**src/design/ffea_pkg.sv**
```systemverilog
// Shared types and constants for the first-fit extent allocator.
// No dependencies; imported by every other design file.
package ffea_pkg;

    localparam int START_W = 12;
    localparam int LEN_W   = 13;
    localparam int END_W   = 14;

    localparam logic KIND_ALLOC = 1'b0;
    localparam logic KIND_FREE  = 1'b1;

    localparam logic [1:0] CFG_POOL_BLOCKS = 2'd0;
    localparam logic [1:0] CFG_PHYS_BASE   = 2'd1;

    typedef enum logic [1:0] {
        ST_OK      = 2'd0,
        ST_NOSPACE = 2'd1,
        ST_DOUBLE  = 2'd2,
        ST_FULL    = 2'd3
    } t_status;

    typedef enum logic [2:0] {
        OP_NONE,
        OP_SHRINK,
        OP_REMOVE,
        OP_MERGE_BOTH,
        OP_MERGE_BELOW,
        OP_MERGE_ABOVE,
        OP_INSERT
    } t_op;

    typedef enum logic [1:0] {
        S_IDLE,
        S_CMP,
        S_DEC,
        S_UPD
    } t_state;

    typedef struct packed {
        logic               valid;
        logic [START_W-1:0] start;
        logic [LEN_W-1:0]   len;
    } t_ent;

    typedef struct packed {
        logic [START_W-1:0] a;
        logic [LEN_W-1:0]   size;
        logic [END_W-1:0]   e;
    } t_req;

    typedef struct packed {
        logic valid;
        logic ge;
        logic eqlen;
        logic lt;
        logic endeq;
        logic steq;
        logic ovl;
    } t_flags;

endpackage

```
**src/design/ffea_cell.sv**
```systemverilog
// One slot of the sorted free-extent row: holds one extent, compares it
// against the current request and shifts to or from its neighbors.
// Depends on ffea_pkg.
module ffea_cell #(
    parameter bit P_FIRST = 1'b0
) (
    input  logic                        i_clk,
    input  logic                        i_rst_n,
    input  logic                        i_init,
    input  logic [ffea_pkg::LEN_W-1:0]  i_init_len,
    input  logic                        i_cmp,
    input  ffea_pkg::t_req              i_req,
    input  ffea_pkg::t_op               i_op,
    input  logic                        i_tgt,
    input  logic                        i_mask,
    input  ffea_pkg::t_ent              i_lo,
    input  ffea_pkg::t_ent              i_hi,
    output ffea_pkg::t_ent              o_ent,
    output ffea_pkg::t_flags            o_flags,
    output logic [ffea_pkg::START_W-1:0] o_cand
);
    import ffea_pkg::*;

    t_ent               r_ent, n_ent;
    t_flags             r_flags, n_flags;
    logic [START_W-1:0] r_cand, n_cand;
    logic [END_W-1:0]   w_end;

    assign w_end = END_W'(r_ent.len) + END_W'(r_ent.start);

    always_comb begin
        n_flags.valid = r_ent.valid;
        n_flags.ge    = r_ent.valid && (r_ent.len >= i_req.size);
        n_flags.eqlen = r_ent.valid && (r_ent.len == i_req.size);
        n_flags.lt    = r_ent.valid && (r_ent.start < i_req.a);
        n_flags.endeq = r_ent.valid && (w_end == END_W'(i_req.a));
        n_flags.steq  = r_ent.valid && (END_W'(r_ent.start) == i_req.e);
        n_flags.ovl   = r_ent.valid && (END_W'(i_req.a) < w_end)
                        && (END_W'(r_ent.start) < i_req.e);
        n_cand        = START_W'(w_end - END_W'(i_req.size));
    end

    always_comb begin
        n_ent = r_ent;
        unique case (i_op)
            OP_NONE: begin
            end
            OP_SHRINK: begin
                if (i_tgt) n_ent.len = r_ent.len - i_req.size;
            end
            OP_REMOVE: begin
                if (i_mask) n_ent = i_hi;
            end
            OP_MERGE_BOTH: begin
                if (i_tgt) n_ent.len = r_ent.len + i_req.size + i_hi.len;
                else if (i_mask) n_ent = i_hi;
            end
            OP_MERGE_BELOW: begin
                if (i_tgt) n_ent.len = r_ent.len + i_req.size;
            end
            OP_MERGE_ABOVE: begin
                if (i_tgt) begin
                    n_ent.start = i_req.a;
                    n_ent.len   = r_ent.len + i_req.size;
                end
            end
            OP_INSERT: begin
                if (i_tgt) begin
                    n_ent.valid = 1'b1;
                    n_ent.start = i_req.a;
                    n_ent.len   = i_req.size;
                end else if (i_mask) begin
                    n_ent = i_lo;
                end
            end
            default: begin
            end
        endcase
    end

    always_ff @(posedge i_clk) begin
        if (!i_rst_n || i_init) begin
            r_ent.valid <= P_FIRST && (i_init_len != '0);
            r_ent.start <= '0;
            r_ent.len   <= i_init_len;
        end else begin
            r_ent <= n_ent;
        end
    end

    always_ff @(posedge i_clk) begin
        if (i_cmp) begin
            r_flags <= n_flags;
            r_cand  <= n_cand;
        end
    end

    assign o_ent   = r_ent;
    assign o_flags = r_flags;
    assign o_cand  = r_cand;

endmodule

```
**config.mk**
```make
export PLATFORM = sky130hd
export DESIGN_NAME = ffea_cell
export DESIGN_NICKNAME = d
export VERILOG_FILES = /design/src/design/ffea_pkg.sv /design/src/design/ffea_cell.sv
export SDC_FILE = /design/constraint.sdc
export NUM_CORES = 1
export LEC_CHECK = 0
export BUFFER_PORTS_ARGS = -buffer_cell sky130_fd_sc_hd__buf_2
export CORE_MARGIN = 1.5
export CORE_UTILIZATION = 39
export DETAILED_ROUTE_END_ITERATION = 10
export GPL_TIMING_DRIVEN = 0
export PLACE_DENSITY = 0.7
export SLEW_MARGIN = 40
export SYNTH_ARGS = -nofsm -noshare
export SYNTH_HDL_FRONTEND = slang
export SYNTH_SLANG_ARGS = --single-unit
```
**constraint.sdc**
```tcl
create_clock -name i_clk -period 3.3 [get_ports i_clk]
set_clock_uncertainty 0.1 [all_clocks]
set_input_delay 0.165 -clock i_clk [delete_from_list [all_inputs] [get_ports i_clk]]
set_output_delay 0.165 -clock i_clk [all_outputs]
set_load 0.02 [all_outputs]
```
==> summary.txt <==
Critical path
  – Reg2reg path depth: 16
  – Crit-path cells: buf_4, buf_6, ha_4, fa_2, a211oi_2, o21ai_1, a31oi_2, o21bai_1, a21oi_1, xnor2_1, inv_1, ha_4, nand3_4, a211oi_4, a2111oi_2, o221a_2
  – Setup crit end kind: flop
  – CP Max Fanout: 3
  – Crit start category: flop
  – Crit path DAT: 3880 ps
  – Delay-heaviest family, CP: compound AO/OA/AOI/OAI gates
  – Max stage delay on crit path: 440 ps
  – CP max-delay cell: edfxtp_1
  – Most frequent cell on the critical path: ha_4
  – Stages on worst setup path: 16
  – CP Class: flop to flop
  – Buf/Inv on CP: 3
  – Critical path data required time: 3250 ps

Pwr
  – Leakage power: 3.79 nW
  – Total power: 3.68 mW
  – Power per cell area: 442 nW/um2
  – Worst VDD drop: 0.000252 V

Synth
  – Post-synth top flop: edfxtp_1
  – Mapped Area: 6450 um2
  – Share of flip-flops with an asynchronous set or reset: 0
  – Synth area leaders: ha_1 (18%), edfxtp_1 (15%), xnor2_1 (4.3%), a21oi_1 (4.0%), dfxtp_1 (4.0%)
  – YS warnings: 0
  – Yosys reg bits: 45
  – Synth cell types: 77
  – Syn_nets: 993
  – Avg Inst Size Synth: 8.27 um2
  – Synthesized instance count: 780
  – Synth cell count leaders: ha_1 (95), inv_1 (68), nor2_1 (67)
  – Post-synth EDFFs: 32
  – Seq/Total Area, Yosys: 0.189
  – Synth top area share: 0.184
  – Count leader, synth: ha_1
  – Leading area contributor after synthesis: ha_1

STA
  – Setup slack after layout: -623 ps
  – Fmax: 255 MHz
  – Rel. slew slack: 0.394
  – Slew @ Worst Pin: 902 ps
  – RSZ-0062 raised after global routing: yes
  – Hold Violations, Final: 0
  – Endpoints failing setup: 11
  – Minimum clock period: 3920 ps
  – Slew Limit Fails: 0
  – Worst hold slack: 25.8 ps
  – Period utilization: 1.19

Clocking
  – Num CTS Buffers: 5
  – Clock Path Buffers: 2
  – H-tree Lvls: 2
  – Clk_lat worst skew: 310 ps
  – CTS tree: yes
  – CTS clk-pin slew, worst paths: 80 ps
  – CTS Hold Bufs: 0
  – CTS Sinks: 45
  – Root Driver: clkbuf_16

Die
  – Std-Cell Core Area: 16000 um2
  – Die Width: 132 um
  – Die height: 132 um
  – Row Count: 46
  – Die Footprint: 17300 um2
  – # IOs: 158
  – Initial core utilization: 0.403

Place
  – Placed insts: 1152
  – Port Buf Inserts: 156
  – GPL Wtd Cong: 0.922
  – DP Area: 7520 um2
  – HPWL after detailed placement: 17100 um

Cells and area
  – Post-Layout Cell Count: 1192
  – Layout cell share with drive strength beyond 1: 0.314
  – Ant. Diodes: 0
  – Cell area after layout: 8320 um2
  – Post-layout nets: 1188
  – Layout area overhead: 29.0%

Global route
  – GRT Overall Usage: 0.243
  – Remaining Overflow, GRT: 0
  – Vias in the first global route: 6487
  – First-pass GRT wire length: 33600 um
  – Antenna violations before repair: 1
  – Largest net degree at the start of global routing: 20

Outcome
  – Failing checks: negative setup slack
  – Status: finished, violations left

Detailed routing
  – Drt first pass iters: 5
  – Initial DRC Count: 547
  – # DRC: 0
  – Routed Antenna Nets: 0
  – Vias per inst: 5.79
  – Routed length per instance: 18.8 um
  – Via Count: 6901
  – WL final: 22400 um

Hold path
  – Hold path depth: 3
  – Min-Delay Path Class: primary input to flop

Flow run
  – Max-cap viol count: 0
-- worst paths after layout --
kind | startpoint | endpoint | slack (ps)
setup / recovery | o_ent[0] | o_flags[0] | -620
hold / removal | i_lo[18] | o_ent[18] | 30
setup reg to reg | o_ent[0] | o_flags[0] | -620
hold reg to reg | o_ent[18] | o_ent[18] | 470
-- layer usage --
metal	part of all wire	track usage	vias to the layer above
li1	-	-	3299
met1	0.43	0.317	3280
met2	0.49	0.417	283
met3	0.063	0.0285	37
met4	0.023	0.0796	2
met5	0.00031	0	-
-- cell families after synthesis --
group	Yosys count	share of synthesized area
XOR/XNOR	44	0.0598
AND/OR/NAND/NOR	205	0.159
flip-flops	45	0.189
multiplexers	26	0.0409
AO/OA/AOI/OAI	258	0.285
adder cells (fa/ha/maj)	100	0.200
buffers and inverters	102	0.0658
-- layout make-up --
cell class	count	area, um2
multi-input combinational	633	5230
timing repair buffer	189	1050
buffer	33	164
clock inverter	2	10.0
tap	216	270
inverter	68	255
clock buffer	6	129
sequential	45	1220
fill	1570	7680
-- state kept, by name, summed over array words and instances (netlist names) --
register and count:
o_ent 26, o_flags 7, o_cand 12
-- worst reg2reg max path: stages, from the launching register on --
cell and delay (ps):
edfxtp_1 440, buf_4 170, buf_6 110, ha_4 160, fa_2 370, a211oi_2 300
o21ai_1 120, a31oi_2 270, o21bai_1 110, a21oi_1 180, xnor2_1 200, inv_1 130
ha_4 300, nand3_4 90, a211oi_4 270, a2111oi_2 60, o221a_2 290
-- repair_timing --
action,4_1_cts,5_1_grt
endpoints found under the setup margin,13,15
buffers inserted,19,15
endpoints found under the hold margin,0,0
pin swaps,30,48
gates resized for setup,30,47
-- stage by stage --
stage	setup TNS (ps)	utilization	worst slack [ps]
final	-3290	0.520	-623
after global routing	-4810	0.520	-697
after CTS	-2250	0.497	-494
after detailed placement	-4210	0.470	-664
after global placement	-3780	0.470	-643
after floorplan	-1130	-	-425
-- cells in the final DEF, fill, tap and decap left out, types with 10 or more instances in the layout --
master,instances
buf_2,173
ha_1,85
inv_1,67
nor2_1,65
nand2_1,46
a21oi_1,44
o21ai_0,36
edfxtp_1,32
buf_4,31
xnor2_1,27
mux2i_1,23
nand2b_1,16
a22oi_1,15
a311oi_1,15
o21a_1,13
dfxtp_1,13
nor2b_1,12
clkbuf_1,12
a211oi_1,12
a21o_1,11
nor3_1,11
nand3_1,11
xor2_1,11
a21oi_2,10
-- power by group --
group | total [mW] | leakage [nW] | internal [mW] | switching, mW
Clock | 0.524 | 0.0706 | 0.280 | 0.244
Combinational | 2.38 | 3.29 | 1.04 | 1.34
Sequential | 0.773 | 0.430 | 0.712 | 0.0612
Total | 3.68 | 3.79 | 2.03 | 1.65
Power figures use the tool's default switching activity.
